### src/design/current_filter_pi_controller_defines.svh
// ----------------------------------------------------------------------------
// Assertion macros for the current filter PI controller
// Concurrent checks clocked on clk and disabled while rst is high.
// ----------------------------------------------------------------------------
`ifndef CURRENT_FILTER_PI_CONTROLLER_DEFINES_SVH
`define CURRENT_FILTER_PI_CONTROLLER_DEFINES_SVH

`ifndef NO_ASSERTIONS
// same-cycle implication
`define CFPI_ASSERT_HOLD(label, pre, post) \
  label: assert property (@(posedge clk) disable iff (rst) (pre) |-> (post)) \
    else $error("cfpi: same-cycle check failed");
// next-cycle implication
`define CFPI_ASSERT_NEXT(label, pre, post) \
  label: assert property (@(posedge clk) disable iff (rst) (pre) |=> (post)) \
    else $error("cfpi: next-cycle check failed");
`else
`define CFPI_ASSERT_HOLD(label, pre, post)
`define CFPI_ASSERT_NEXT(label, pre, post)
`endif

`endif

### src/design/cfpi_pkg.sv
// ----------------------------------------------------------------------------
// Current filter PI controller package
// Widths, register indexes and reset values shared by the design.
// ----------------------------------------------------------------------------
package cfpi_pkg;

  localparam int WINDOW_DEF   = 32;
  localparam int ADC_BITS_DEF = 12;

  localparam int CUR_W   = 16;
  localparam int GAIN_W  = 16;
  localparam int LIMIT_W = 23;
  localparam int PWM_W   = 10;
  localparam int ZERO_W  = 12;
  localparam int INTEG_W = 25;
  localparam int INC_W   = 27;
  localparam int ACC_W   = 44;
  localparam int PI_FRAC = 24;
  localparam int AMP_SHIFT = 8;

  localparam int CFG_IDX_W  = 3;
  localparam int CFG_DATA_W = 23;

  localparam int USER_W      = 2;
  localparam int OUT_TDATA_W = 32;
  localparam int OUT_PAD_W   = OUT_TDATA_W - PWM_W - CUR_W;

  typedef enum logic [CFG_IDX_W-1:0] {
    REG_TARGET      = 3'd0,
    REG_PROP_GAIN   = 3'd1,
    REG_INTEG_GAIN  = 3'd2,
    REG_STEP_TIME   = 3'd3,
    REG_INTEG_LIMIT = 3'd4,
    REG_PWM_MAX     = 3'd5,
    REG_ZERO_CODE   = 3'd6,
    REG_ADC_GAIN    = 3'd7
  } cfg_reg_t;

  localparam logic [CUR_W-1:0]   RST_TARGET      = 16'd102;
  localparam logic [GAIN_W-1:0]  RST_PROP_GAIN   = 16'd5120;
  localparam logic [GAIN_W-1:0]  RST_INTEG_GAIN  = 16'd3840;
  localparam logic [GAIN_W-1:0]  RST_STEP_TIME   = 16'd655;
  localparam logic [LIMIT_W-1:0] RST_INTEG_LIMIT = 23'd6553600;
  localparam logic [PWM_W-1:0]   RST_PWM_MAX     = 10'd255;
  localparam logic [ZERO_W-1:0]  RST_ZERO_CODE   = 12'd2048;
  localparam logic [GAIN_W-1:0]  RST_ADC_GAIN    = 16'd1212;

  localparam logic [ACC_W-1:0] TRUNC_BIAS = ACC_W'((64'd1 << PI_FRAC) - 64'd1);

endpackage

### src/design/current_filter_pi_controller.sv
// ----------------------------------------------------------------------------
// Current filter PI controller
// Each input beat converts one ADC sample to Q7.8 amps, updates a moving
// average over WINDOW samples and, on a control tick, runs one PI step. One
// output beat follows each input beat. A beat with a tick passes through the
// PI states as well before its result is presented; the next input beat is
// taken once the result is loaded into the output register. The pace is set
// by the single shared multiplier, which serves the sample conversion, the
// reciprocal division of the window sum and the three PI products in turn, and
// by the registered read of the sample ring memory. One beat is in work at a
// time; the next is accepted while the previous result waits on the output.
// ----------------------------------------------------------------------------
`include "current_filter_pi_controller_defines.svh"

module current_filter_pi_controller
  import cfpi_pkg::*;
#(
  parameter int WINDOW   = WINDOW_DEF,
  parameter int ADC_BITS = ADC_BITS_DEF
) (
  input  logic                             clk,
  input  logic                             rst,
  input  logic                             s_tvalid,
  output logic                             s_tready,
  input  logic [((ADC_BITS+7)/8)*8-1:0]    s_tdata,   // adc_sample
  input  logic [USER_W-1:0]                s_tuser,   // motor_reverse, control_tick
  output logic                             m_tvalid,
  input  logic                             m_tready,
  output logic [OUT_TDATA_W-1:0]           m_tdata,   // filtered_current, pwm_magnitude
  output logic [USER_W-1:0]                m_tuser,   // pwm_reverse, pwm_updated
  input  logic                             cfg_we,
  input  logic [CFG_IDX_W-1:0]             cfg_index,
  input  logic [CFG_DATA_W-1:0]            cfg_data
);

  localparam int POS_W  = $clog2(WINDOW);
  localparam int MAG_W  = CUR_W + POS_W;
  localparam int DIFF_W = ((ADC_BITS > ZERO_W) ? ADC_BITS : ZERO_W) + 1;
  localparam int MUL_W  = (MAG_W + 1 > INTEG_W) ? MAG_W + 1 : INTEG_W;
  localparam int PROD_W = 2 * MUL_W;
  localparam int Q_W    = CUR_W + 1;
  localparam int PWMW_W = ACC_W - PI_FRAC;
  localparam logic [MAG_W-1:0] RECIP   = MAG_W'((64'd1 << MAG_W) / WINDOW);
  localparam logic [MAG_W-1:0] WIN_VAL = MAG_W'(WINDOW);
  localparam logic [POS_W-1:0] LAST_POS = POS_W'(WINDOW - 1);

  typedef enum logic [3:0] {
    ST_IDLE, ST_CONV, ST_SUM, ST_DIV, ST_CORR, ST_ERR,
    ST_INT, ST_ACC, ST_PROP, ST_PISUM, ST_PWM, ST_OUT
  } state_t;

  state_t state;

  logic signed [CUR_W-1:0]   target_current;
  logic [GAIN_W-1:0]         prop_gain;
  logic [GAIN_W-1:0]         integ_gain;
  logic [GAIN_W-1:0]         step_time;
  logic [LIMIT_W-1:0]        integral_limit;
  logic [PWM_W-1:0]          pwm_max;
  logic [ZERO_W-1:0]         zero_code;
  logic [GAIN_W-1:0]         adc_gain;

  logic signed [CUR_W-1:0]   ring_mem [WINDOW];
  logic [WINDOW-1:0]         ring_valid;
  logic signed [CUR_W-1:0]   rd_data;
  logic                      rd_valid;
  logic [POS_W-1:0]          ring_pos;

  logic [ADC_BITS-1:0]       sample;
  logic                      reverse;
  logic                      tick;
  logic signed [PROD_W-1:0]  prod;
  logic signed [PROD_W-1:0]  pterm;
  logic signed [MAG_W-1:0]   window_sum;
  logic [MAG_W-1:0]          sum_mag;
  logic                      sum_neg;
  logic signed [CUR_W-1:0]   avg;
  logic signed [Q_W-1:0]     err;
  logic signed [INTEG_W-1:0] integral;
  logic signed [ACC_W-1:0]   acc;
  logic [PWM_W-1:0]          held_mag;
  logic                      held_rev;
  logic signed [CUR_W-1:0]   out_cur;
  logic [PWM_W-1:0]          out_mag;
  logic                      out_rev;
  logic                      out_upd;

  logic signed [MUL_W-1:0]   mul_a;
  logic signed [MUL_W-1:0]   mul_b;
  logic signed [DIFF_W-1:0]  diff;
  logic signed [PROD_W-1:0]  amps_wide;
  logic signed [CUR_W-1:0]   amps_sat;
  logic signed [CUR_W-1:0]   old_amps;
  logic signed [MAG_W-1:0]   sum_next;
  logic [Q_W-1:0]            q_est;
  logic [MAG_W-1:0]          rem;
  logic [Q_W-1:0]            q_fix;
  logic                      avg_neg;
  logic signed [CUR_W-1:0]   avg_next;
  logic signed [INC_W-1:0]   inc;
  logic signed [INC_W-1:0]   ival;
  logic signed [INC_W-1:0]   lim;
  logic signed [INTEG_W-1:0] integral_next;
  logic signed [ACC_W-1:0]   biased;
  logic signed [PWMW_W-1:0]  pwm_w;
  logic signed [PWMW_W-1:0]  pm;
  logic signed [PWMW_W-1:0]  pwm_cl;
  logic signed [PWMW_W-1:0]  pwm_abs;
  logic                      in_beat;
  logic                      out_load;

  assign s_tready = (state == ST_IDLE);
  assign in_beat  = s_tvalid && s_tready;
  assign out_load = (state == ST_OUT) && (!m_tvalid || m_tready);
  assign m_tdata  = {{OUT_PAD_W{1'b0}}, out_mag, out_cur};
  assign m_tuser  = {out_upd, out_rev};

  // shared multiplier operands
  always_comb begin
    diff  = $signed(DIFF_W'(sample)) - $signed(DIFF_W'(zero_code));
    mul_a = '0;
    mul_b = '0;
    case (state)
      ST_CONV: begin
        mul_a = MUL_W'(diff);
        mul_b = MUL_W'({1'b0, adc_gain});
      end
      ST_DIV: begin
        mul_a = MUL_W'({1'b0, sum_mag});
        mul_b = MUL_W'({1'b0, RECIP});
      end
      ST_INT: begin
        mul_a = MUL_W'(err);
        mul_b = MUL_W'({1'b0, step_time});
      end
      ST_ACC: begin
        mul_a = MUL_W'(err);
        mul_b = MUL_W'({1'b0, prop_gain});
      end
      ST_PROP: begin
        mul_a = MUL_W'(integral);
        mul_b = MUL_W'({1'b0, integ_gain});
      end
      default: begin
        mul_a = '0;
        mul_b = '0;
      end
    endcase
  end

  always_comb begin
    amps_wide = prod >>> AMP_SHIFT;
    if ((&amps_wide[PROD_W-1:CUR_W-1]) || !(|amps_wide[PROD_W-1:CUR_W-1])) begin
      amps_sat = amps_wide[CUR_W-1:0];
    end else if (amps_wide[PROD_W-1]) begin
      amps_sat = {1'b1, {(CUR_W-1){1'b0}}};
    end else begin
      amps_sat = {1'b0, {(CUR_W-1){1'b1}}};
    end
    old_amps = rd_valid ? rd_data : '0;
    sum_next = window_sum - MAG_W'(old_amps) + MAG_W'(amps_sat);

    q_est   = prod[MAG_W +: Q_W];
    rem     = sum_mag - MAG_W'(q_est) * WIN_VAL;
    q_fix   = (rem >= WIN_VAL) ? q_est + Q_W'(1) : q_est;
    avg_neg = sum_neg ^ reverse;
    if (avg_neg) begin
      avg_next = CUR_W'(-$signed(q_fix));
    end else if (q_fix[CUR_W-1]) begin
      avg_next = {1'b0, {(CUR_W-1){1'b1}}};
    end else begin
      avg_next = $signed(q_fix[CUR_W-1:0]);
    end

    inc  = $signed(prod[INC_W+AMP_SHIFT-1:AMP_SHIFT]);
    ival = $signed(INC_W'(integral)) + inc;
    lim  = $signed(INC_W'(integral_limit));
    if (ival > lim) begin
      integral_next = INTEG_W'(lim);
    end else if (ival < -lim) begin
      integral_next = INTEG_W'(-lim);
    end else begin
      integral_next = INTEG_W'(ival);
    end

    biased  = acc + (acc[ACC_W-1] ? $signed(TRUNC_BIAS) : $signed(ACC_W'(0)));
    pwm_w   = biased[ACC_W-1:PI_FRAC];
    pm      = $signed(PWMW_W'(pwm_max));
    if (pwm_w > pm) begin
      pwm_cl = pm;
    end else if (pwm_w < -pm) begin
      pwm_cl = -pm;
    end else begin
      pwm_cl = pwm_w;
    end
    pwm_abs = pwm_cl[PWMW_W-1] ? -pwm_cl : pwm_cl;
  end

  // configuration registers
  always_ff @(posedge clk) begin
    if (rst) begin
      target_current <= RST_TARGET;
      prop_gain      <= RST_PROP_GAIN;
      integ_gain     <= RST_INTEG_GAIN;
      step_time      <= RST_STEP_TIME;
      integral_limit <= RST_INTEG_LIMIT;
      pwm_max        <= RST_PWM_MAX;
      zero_code      <= RST_ZERO_CODE;
      adc_gain       <= RST_ADC_GAIN;
    end else if (cfg_we) begin
      case (cfg_reg_t'(cfg_index))
        REG_TARGET:      target_current <= cfg_data[CUR_W-1:0];
        REG_PROP_GAIN:   prop_gain      <= cfg_data[GAIN_W-1:0];
        REG_INTEG_GAIN:  integ_gain     <= cfg_data[GAIN_W-1:0];
        REG_STEP_TIME:   step_time      <= cfg_data[GAIN_W-1:0];
        REG_INTEG_LIMIT: integral_limit <= cfg_data[LIMIT_W-1:0];
        REG_PWM_MAX:     pwm_max        <= cfg_data[PWM_W-1:0];
        REG_ZERO_CODE:   zero_code      <= cfg_data[ZERO_W-1:0];
        REG_ADC_GAIN:    adc_gain       <= cfg_data[GAIN_W-1:0];
        default: ;
      endcase
    end
  end

  // sample ring memory
  always_ff @(posedge clk) begin
    if (state == ST_SUM) begin
      ring_mem[ring_pos] <= amps_sat;
    end
    rd_data <= ring_mem[ring_pos];
  end

  always_ff @(posedge clk) begin
    if (rst) begin
      ring_valid <= '0;
      rd_valid   <= 1'b0;
    end else begin
      rd_valid <= ring_valid[ring_pos];
      if (state == ST_SUM) begin
        ring_valid[ring_pos] <= 1'b1;
      end
    end
  end

  // datapath registers
  always_ff @(posedge clk) begin
    prod <= mul_a * mul_b;
    if (in_beat) begin
      sample  <= s_tdata[ADC_BITS-1:0];
      reverse <= s_tuser[0];
      tick    <= s_tuser[1];
    end
    if (state == ST_SUM) begin
      sum_mag <= sum_next[MAG_W-1] ? MAG_W'(-sum_next) : MAG_W'(sum_next);
      sum_neg <= sum_next[MAG_W-1];
    end
    if (state == ST_CORR) begin
      avg <= avg_next;
    end
    if (state == ST_ERR) begin
      err <= Q_W'(target_current) - Q_W'(avg);
    end
    if (state == ST_PROP) begin
      pterm <= prod;
    end
    if (state == ST_PISUM) begin
      acc <= (ACC_W'(pterm) <<< AMP_SHIFT) + ACC_W'(prod);
    end
    if (out_load) begin
      out_cur <= avg;
    end
  end

  // sequencer, state and registered outputs
  always_ff @(posedge clk) begin
    if (rst) begin
      state      <= ST_IDLE;
      ring_pos   <= '0;
      window_sum <= '0;
      integral   <= '0;
      held_mag   <= '0;
      held_rev   <= 1'b0;
      m_tvalid   <= 1'b0;
      out_mag    <= '0;
      out_rev    <= 1'b0;
      out_upd    <= 1'b0;
    end else begin
      if (out_load) begin
        m_tvalid <= 1'b1;
      end else if (m_tready) begin
        m_tvalid <= 1'b0;
      end
      case (state)
        ST_IDLE: begin
          if (in_beat) begin
            state <= ST_CONV;
          end
        end
        ST_CONV: state <= ST_SUM;
        ST_SUM: begin
          window_sum <= sum_next;
          ring_pos   <= (ring_pos == LAST_POS) ? '0 : ring_pos + POS_W'(1);
          state      <= ST_DIV;
        end
        ST_DIV:  state <= ST_CORR;
        ST_CORR: state <= tick ? ST_ERR : ST_OUT;
        ST_ERR:  state <= ST_INT;
        ST_INT:  state <= ST_ACC;
        ST_ACC: begin
          integral <= integral_next;
          state    <= ST_PROP;
        end
        ST_PROP:  state <= ST_PISUM;
        ST_PISUM: state <= ST_PWM;
        ST_PWM: begin
          held_rev <= pwm_cl[PWMW_W-1];
          held_mag <= pwm_abs[PWM_W-1:0];
          state    <= ST_OUT;
        end
        ST_OUT: begin
          if (out_load) begin
            out_mag  <= held_mag;
            out_rev  <= held_rev;
            out_upd  <= tick;
            state    <= ST_IDLE;
          end
        end
        default: state <= ST_IDLE;
      endcase
    end
  end

  `CFPI_ASSERT_NEXT(a_one_beat_in_work, s_tvalid && s_tready, !s_tready)
  `CFPI_ASSERT_HOLD(a_out_from_seq, $rose(m_tvalid), $past(state == ST_OUT))
  `CFPI_ASSERT_NEXT(a_pwm_within_max, state == ST_PWM, held_mag <= pwm_max)
  `CFPI_ASSERT_HOLD(a_pos_in_window, 1'b1, ring_pos <= LAST_POS)

endmodule

### config.mk
export PLATFORM = sky130hd
export DESIGN_NAME = current_filter_pi_controller
export DESIGN_NICKNAME = d
export VERILOG_FILES = /design/src/design/cfpi_pkg.sv /design/src/design/current_filter_pi_controller.sv
export VERILOG_INCLUDE_DIRS = /design/src /design/src/design
export SDC_FILE = /design/constraint.sdc
export NUM_CORES = 2
export LEC_CHECK = 0
export ABC_AREA = 1
export BUFFER_PORTS_ARGS = -buffer_cell sky130_fd_sc_hd__buf_2
export CORE_MARGIN = 4
export CORE_UTILIZATION = 40
export DETAILED_ROUTE_END_ITERATION = 8
export SLEW_MARGIN = 20
export SYNTH_ARGS = -nofsm -noshare
export SYNTH_HDL_FRONTEND = slang
export SYNTH_SLANG_ARGS = --single-unit
### constraint.sdc
create_clock -name clk -period 11.8 [get_ports clk]
set_clock_uncertainty 0.1 [all_clocks]
set_input_delay 1.18 -clock clk [delete_from_list [all_inputs] [get_ports clk]]
set_output_delay 1.18 -clock clk [all_outputs]
set_load 0.01 [all_outputs]
* Word level (Yosys, flattened, before mapping)
Memory sizes are Yosys's and may differ from the RTL's. A register that Yosys moved wholly into a read port is not among the register bits.
Index checks and enable logic that the tools add are counted.
** Storage, ports and cells
- Memory bits (read-only) :: 0
- Register bits after elaboration :: 445
- Input bits :: 49
- Bits in writable memories :: 512
- Logic and storage cells :: 130
- Bits in latches :: 0
- Output and inout bits :: 36
- Memories :: 1
** Memories
- ring_mem :: depth 32, bits a word 16, read ports 1, clocked after Yosys merged registers in 1, wr ports 1, line current_filter_pi_controller.sv:63 : logic signed [CUR_W-1:0] ring_mem [WINDOW];
** Operators by class
- Bitwise gates (word level) :: 2
- Multipliers :: 1
- Shift operators :: 0
- Reduce and logical (&&, ||, !) cells :: 23
- Equality and inequality tests :: 21
- Magnitude comparators :: 7
- Divide/modulo/power cells :: 0
- Mux-type cells :: 28
- Add/sub/neg operators :: 15
** Operators with widths (count)
- 25-bit one-hot mux with 4 select lines :: 1
- 17-bit one-hot mux with 5 select lines :: 1
- 16-bit two-way mux :: 5
- 20-bit two-way mux :: 3
- 25-bit two-way mux :: 2
- 4-bit one-hot mux with 12 select lines :: 1
- 44-bit by 25-bit adder with 44-bit output :: 1
- 44-bit by 43-bit adder with 44-bit output :: 1
- 25-bit by 18-bit multiplier with 43-bit output :: 1
- 32-bit bitwise OR :: 1
- 25-bit by 27-bit adder with 27-bit output :: 1
- 27-bit by 24-bit greater-than comparator with 1-bit output :: 1
- 27-bit less-than comparator :: 1
- 23-bit negation with 27-bit output :: 1
- 27-bit AND reduction :: 1
- 27-bit OR reduction :: 1
- 24-bit two-way mux :: 1
- 21-bit by 16-bit adder with 21-bit output :: 1
- 21-bit by 6-bit >= comparator with 1-bit output (second input constant) :: 1
- 21-bit negation :: 1
- 21-bit by 16-bit subtractor with 21-bit output :: 1
- 21-bit subtractor :: 1
- 20-bit by 11-bit greater-than comparator with 1-bit output :: 1
- 20-bit less-than comparator :: 1
- 35 further kinds :: 66

* Longest topological paths before layout
- Word-level depth :: 7
- Gate-level depth with buffers :: 47

* Worst setup path before layout
Ideal clock, no wire load.
- Kind :: reg2reg
- Start :: register state[3]
- End :: register, netlist name prod[42]
- Path slack :: 3.499 ns
- Period minus slack after synthesis :: 8.301 ns
- Path buffers :: 1
- Library setup time :: 0.072 ns
- Data required time :: 11.628 ns
- Stages on the path, launching flop included :: 30
- Arrival :: 8.130 ns
- Cell sequence :: dfxtp_1 inv_1 nor2_1 inv_1 nor2_1 clkbuf_1 a221oi_1 nand2_1 nand2_1 fa_1 inv_1 fa_1 fa_1 fa_1 fa_1 inv_1 fa_1 inv_1 ha_1 nand2_1 nor2_1 nand2_1 o21ai_0 a21oi_1 o31ai_1 a31oi_1 o21ai_0 nand3b_1 nand2_1 xor2_1
** On the way
- Longest elaborated chain between the ends :: 4
** RTL lines
- start, declared :: line current_filter_pi_controller.sv:52 : state_t state;
- start signal, assigned :: line current_filter_pi_controller.sv:306 : ST_CORR: state <= tick ? ST_ERR : ST_OUT;
- 4-bit by 3-bit == test with 1-bit output :: line current_filter_pi_controller.sv:123 : case (state)
- 2-bit OR reduction (no source line)
- 25-bit one-hot mux with 4 select lines :: line current_filter_pi_controller.sv:123
- 25-bit by 18-bit multiplier with 43-bit output * :: line current_filter_pi_controller.sv:247 : prod <= mul_a * mul_b;
Mark *: on every way between the ends. The rest lies on a longest branch, timed or not.
A chain may end at the register's enable or synchronous reset.

* Final worst setup path
- Start :: register sample[0]
- End :: register, netlist name prod[42]
** On the way
- Longest elaborated chain between the ends :: 3
** RTL lines
- start, declared :: line current_filter_pi_controller.sv:69 : logic [ADC_BITS-1:0] sample;
- start signal, assigned :: line current_filter_pi_controller.sv:249 : sample <= s_tdata[ADC_BITS-1:0];
- 12-bit by 12-bit subtractor with 13-bit output :: line current_filter_pi_controller.sv:120 : diff = $signed(DIFF_W'(sample)) - $signed(DIFF_W'(zero_code));
- 25-bit one-hot mux with 4 select lines :: line current_filter_pi_controller.sv:123
- 25-bit by 18-bit multiplier with 43-bit output :: line current_filter_pi_controller.sv:247
No other way between the ends.

==> impl_metrics.yaml <==
status:
  status: "finished, final reports clean"
die:
  die_h_um: 406
  dieArea_um2: 165000
  io_pins: 85
  initial_core_util_pct: 40.4
  core_um2: 157000
  std_cell_rows: 145
  die_w_um: 406
timing:
  max_freq_ghz: 0.101
  post-route-min-period_ns: 9.88
  finalHoldViolCount: 0
  tightest_slew_ns: 1.11
  hold-worst-slack_ns: 0.328
  slew_viol_final: 0
  tns_ns: 0
  timing.final.crit_share_pct: 83.7
  setup_viol: 0
  relSlewSlack_pct: 26.0
  rsz0062_at_grt: "false"
min_path:
  hp-class: "reg2reg"
  min_path_cells: 0
  hold_path_end: "acc[3]"
  min_from: "prod[3]"
worst_setup_path:
  worst_r2r_startpoint: "sample[0]"
  r2r_end: "prod[42]"
  cp-startpoint: "sample[0]"
  reg2reg_slack_ns: 1.92
  cpPeakStageDelay_ns: 0.58
  cp_common_cell: "nand2_1"
  rr_worst_depth: 44
  crit_required_ns: 12.37
  critPathSlowestCell: "o31ai_1"
  worstSetupPathType: "reg2reg"
  arrival_ns: 10.44
  startpoint_type: "flop"
  endpoint_kind: "flop"
  worst-path-max-fanout: 33
detailed_routing:
  wl_um: 180000
  drt_first_pass_iters: 6
  vias_per_cell: 5.28
  num_vias: 48160
  wl_per_cell_um: 19.7
  drc: 0
  drt_iter0_drc: 4213
  antenna_left: 0
cts:
  path_clk_slew_ns: 0.06
  post_cts.repair.setup_buffers: 0
  cts_buffers: 104
  cts_buffer_depth: 3
  cts_sinks: 973
  cts_tree: "built"
  cts_root_buffer: "clkbuf_16"
  cts.repair.resized: 0
  clock_latency_ns: 0.78
  htreeDepth: 3
  ctsHoldBuffers: 0
cells_and_area:
  fin_nets: 7808
  syn2layout_area_growth_pct: 10.3
  drive_above_1_share_pct: 6.86
  fillCellCount: 15038
  final_util_pct: 44.6
synthesis:
  syn_area_per_cell_um2: 9.15
  synth_top_family_by_area: "adder cells"
  syn_area_um2: 63300
  synth_cells: 6923
  synth_compound_area_share_pct: 12.3
  synth_warnings: 0
  synth-xor-area-share_pct: 3.00
  synth_edf_count: 677
  synth_flop_cell: "edfxtp_1"
  synthDistinctLibCells: 64
  synthMuxAreaShare_pct: 0
  synth-simple-area-share_pct: 14.3
  synth_seq_cells: 973
  async_flop_share_pct: 0
  yosysSeqAreaShare_pct: 41.4
  synth_adder_area_share_pct: 20.7
run:
  drv_cap: 0
grt:
  first_global_vias: 47637
  grtUsageTotal_pct: 21.8
  grt_overflow: 0
  grt_pass1_wl_um: 278000
  antenna_found_initial: 4
  grt_start_max_net_pins: 135
power_and_ir_drop:
  p_sw_mw: 4.91
  combPwrFrac_pct: 37.5
  seqPwrFrac_pct: 35.9
  cell_internal_pwr_mw: 7.77
  switching_share_pct: 38.7
  ir_drop_uv: 143
  p_clk_share_pct: 26.5
  leakage_nw: 30.8
  cellPowerDensity_nw_per_um2: 181
place:
  hpwlAfterDp_um: 130000
  gp_congestion: 0.910
  io_buffers: 74
metal layers:
layer  global-route usage [%]  wire, um
met5                        0        17
met4                     7.01      6110
met3                     3.10     11600
met2                     35.0     81400
met1                     30.5     80800
power groups by stage:
stage | sequential (mW) | combinational (mW) | clock (mW)
after floorplan | 4.45 | 3.46 | 0
after global placement | 4.62 | 4.65 | 0
after detailed placement | 4.62 | 4.73 | 0
after CTS | 4.55 | 4.76 | 3.42
after global routing | 4.56 | 5.38 | 3.58
final | 4.56 | 4.76 | 3.36
cell type report:
type / instances / area, um2 / share of cell area, %
Inverter: 1125 / 4240 / 6.06
Clock inverter: 46 / 611 / 0.874
Antenna cell: 1 / 2.50 / 0.00358
Multi-Input combinational cell: 4586 / 32000 / 45.8
Sequential cell: 973 / 26300 / 37.6
Timing Repair Buffer: 187 / 1220 / 1.74
Clock buffer: 151 / 2960 / 4.24
Tap cell: 2058 / 2570 / 3.68
critical path: cells and delay by family, from the launching register on:
family / cells / cell delay [ns]
adder cells (fa/ha/maj): 9 / 3.93
AND/OR/NAND/NOR: 19 / 2.54
AO/OA/AOI/OAI: 9 / 2.02
buffers and inverters: 6 / 0.72
flip-flops: 1 / 0.32
XOR/XNOR: 1 / 0.14
sequential cells by signal, summed over array words and instances (netlist names), 16 cells and up:
name and count:
ring_valid 32, step_time 16, prop_gain 16, sum_mag 21
rd_data 16, integral 25, pterm 36, integral_limit 23
integ_gain 16, prod 43, err 17, adc_gain 16
out_cur 16, ring_mem 512, target_current 16, window_sum 21
acc 44, avg 16
synthesized netlist by cell type (16+ instances only):
cell | instances | share of area [%]
nand4_1 | 42 | 0.41
a31oi_1 | 22 | 0.22
edfxtp_1 | 677 | 32
nand2_2 | 28 | 0.28
buf_2 | 16 | 0.13
a22o_1 | 49 | 0.68
xor2_1 | 150 | 2.1
inv_1 | 1108 | 6.6
o22ai_1 | 151 | 1.5
o21ai_1 | 17 | 0.13
a221oi_1 | 50 | 0.69
clkbuf_1 | 203 | 1.2
nor2_1 | 843 | 5.0
a21oi_1 | 362 | 2.9
nand2_1 | 1046 | 6.2
fa_1 | 441 | 14
xnor2_1 | 65 | 0.90
o211ai_1 | 44 | 0.52
ha_1 | 341 | 6.7
nor3_1 | 43 | 0.34
dfxtp_1 | 296 | 9.4
o21ai_2 | 16 | 0.22
nand3_1 | 166 | 1.3
o21ai_0 | 557 | 4.4
worst max path at each step:
stage / end / cells past startpoint
5_1_grt: prod[42] / 44
4_1_cts: prod[42] / 44
3_3_place_gp: prod[42] / 44
2_1_floorplan: prod[42] / 29
3_5_place_dp: prod[42] / 44
6_report: prod[42] / 44
cell families (layout without fill, tap and decap cells):
family,Yosys count,after routing
other,2,12
flip-flops,973,973
adder cells (fa/ha/maj),782,782
AO/OA/AOI/OAI,1348,1348
buffers and inverters,1373,1509
XOR/XNOR,216,216
AND/OR/NAND/NOR,2229,2229
cells in the final DEF (no fill, tap or decap), types with 9 or more instances in the layout:
cell type / synthesis / layout
nor2_1: 843 / 832
nor2_2: 13 / 20
conb_1: 2 / 11
o21bai_1: 11 / 11
o22ai_1: 151 / 151
buf_4: 13 / 113
a22o_1: 49 / 49
buf_2: 16 / 74
inv_2: 10 / 11
a21o_1: 12 / 12
clkbuf_1: 203 / 33
o21ai_0: 557 / 542
or2_2: 9 / 9
nand3_1: 166 / 166
dfxtp_1: 296 / 293
a31oi_1: 22 / 22
nor4_1: 11 / 10
fa_1: 441 / 441
o21ai_1: 17 / 17
xnor2_1: 65 / 65
o21ai_2: 16 / 31
inv_1: 1108 / 1104
clkbuf_8: 0 / 10
clkinv_2: 0 / 20
o211ai_1: 44 / 44
clkinv_1: 7 / 13
nand2_1: 1046 / 1045
nand4_1: 42 / 42
nand2_2: 28 / 29
ha_1: 341 / 341
clkbuf_16: 0 / 108
xor2_1: 150 / 150
nor3_1: 43 / 40
o21a_1: 12 / 12
a21oi_1: 362 / 362
edfxtp_1: 677 / 677
a221oi_1: 50 / 49
per-stage QoR:
step	setup slack (ns)	cell area (um2)	std cells	total power, mW
6_report	1.92	69900	9127	12.7
5_1_grt	1.26	69900	9126	13.5
4_1_cts	2.11	69900	9126	12.7
3_5_place_dp	2.13	66300	8929	9.35
3_3_place_gp	2.11	66300	8929	9.27
2_1_floorplan	3.50	63400	6932	7.91
No activity file was read; power rests on OpenSTA's default activity.
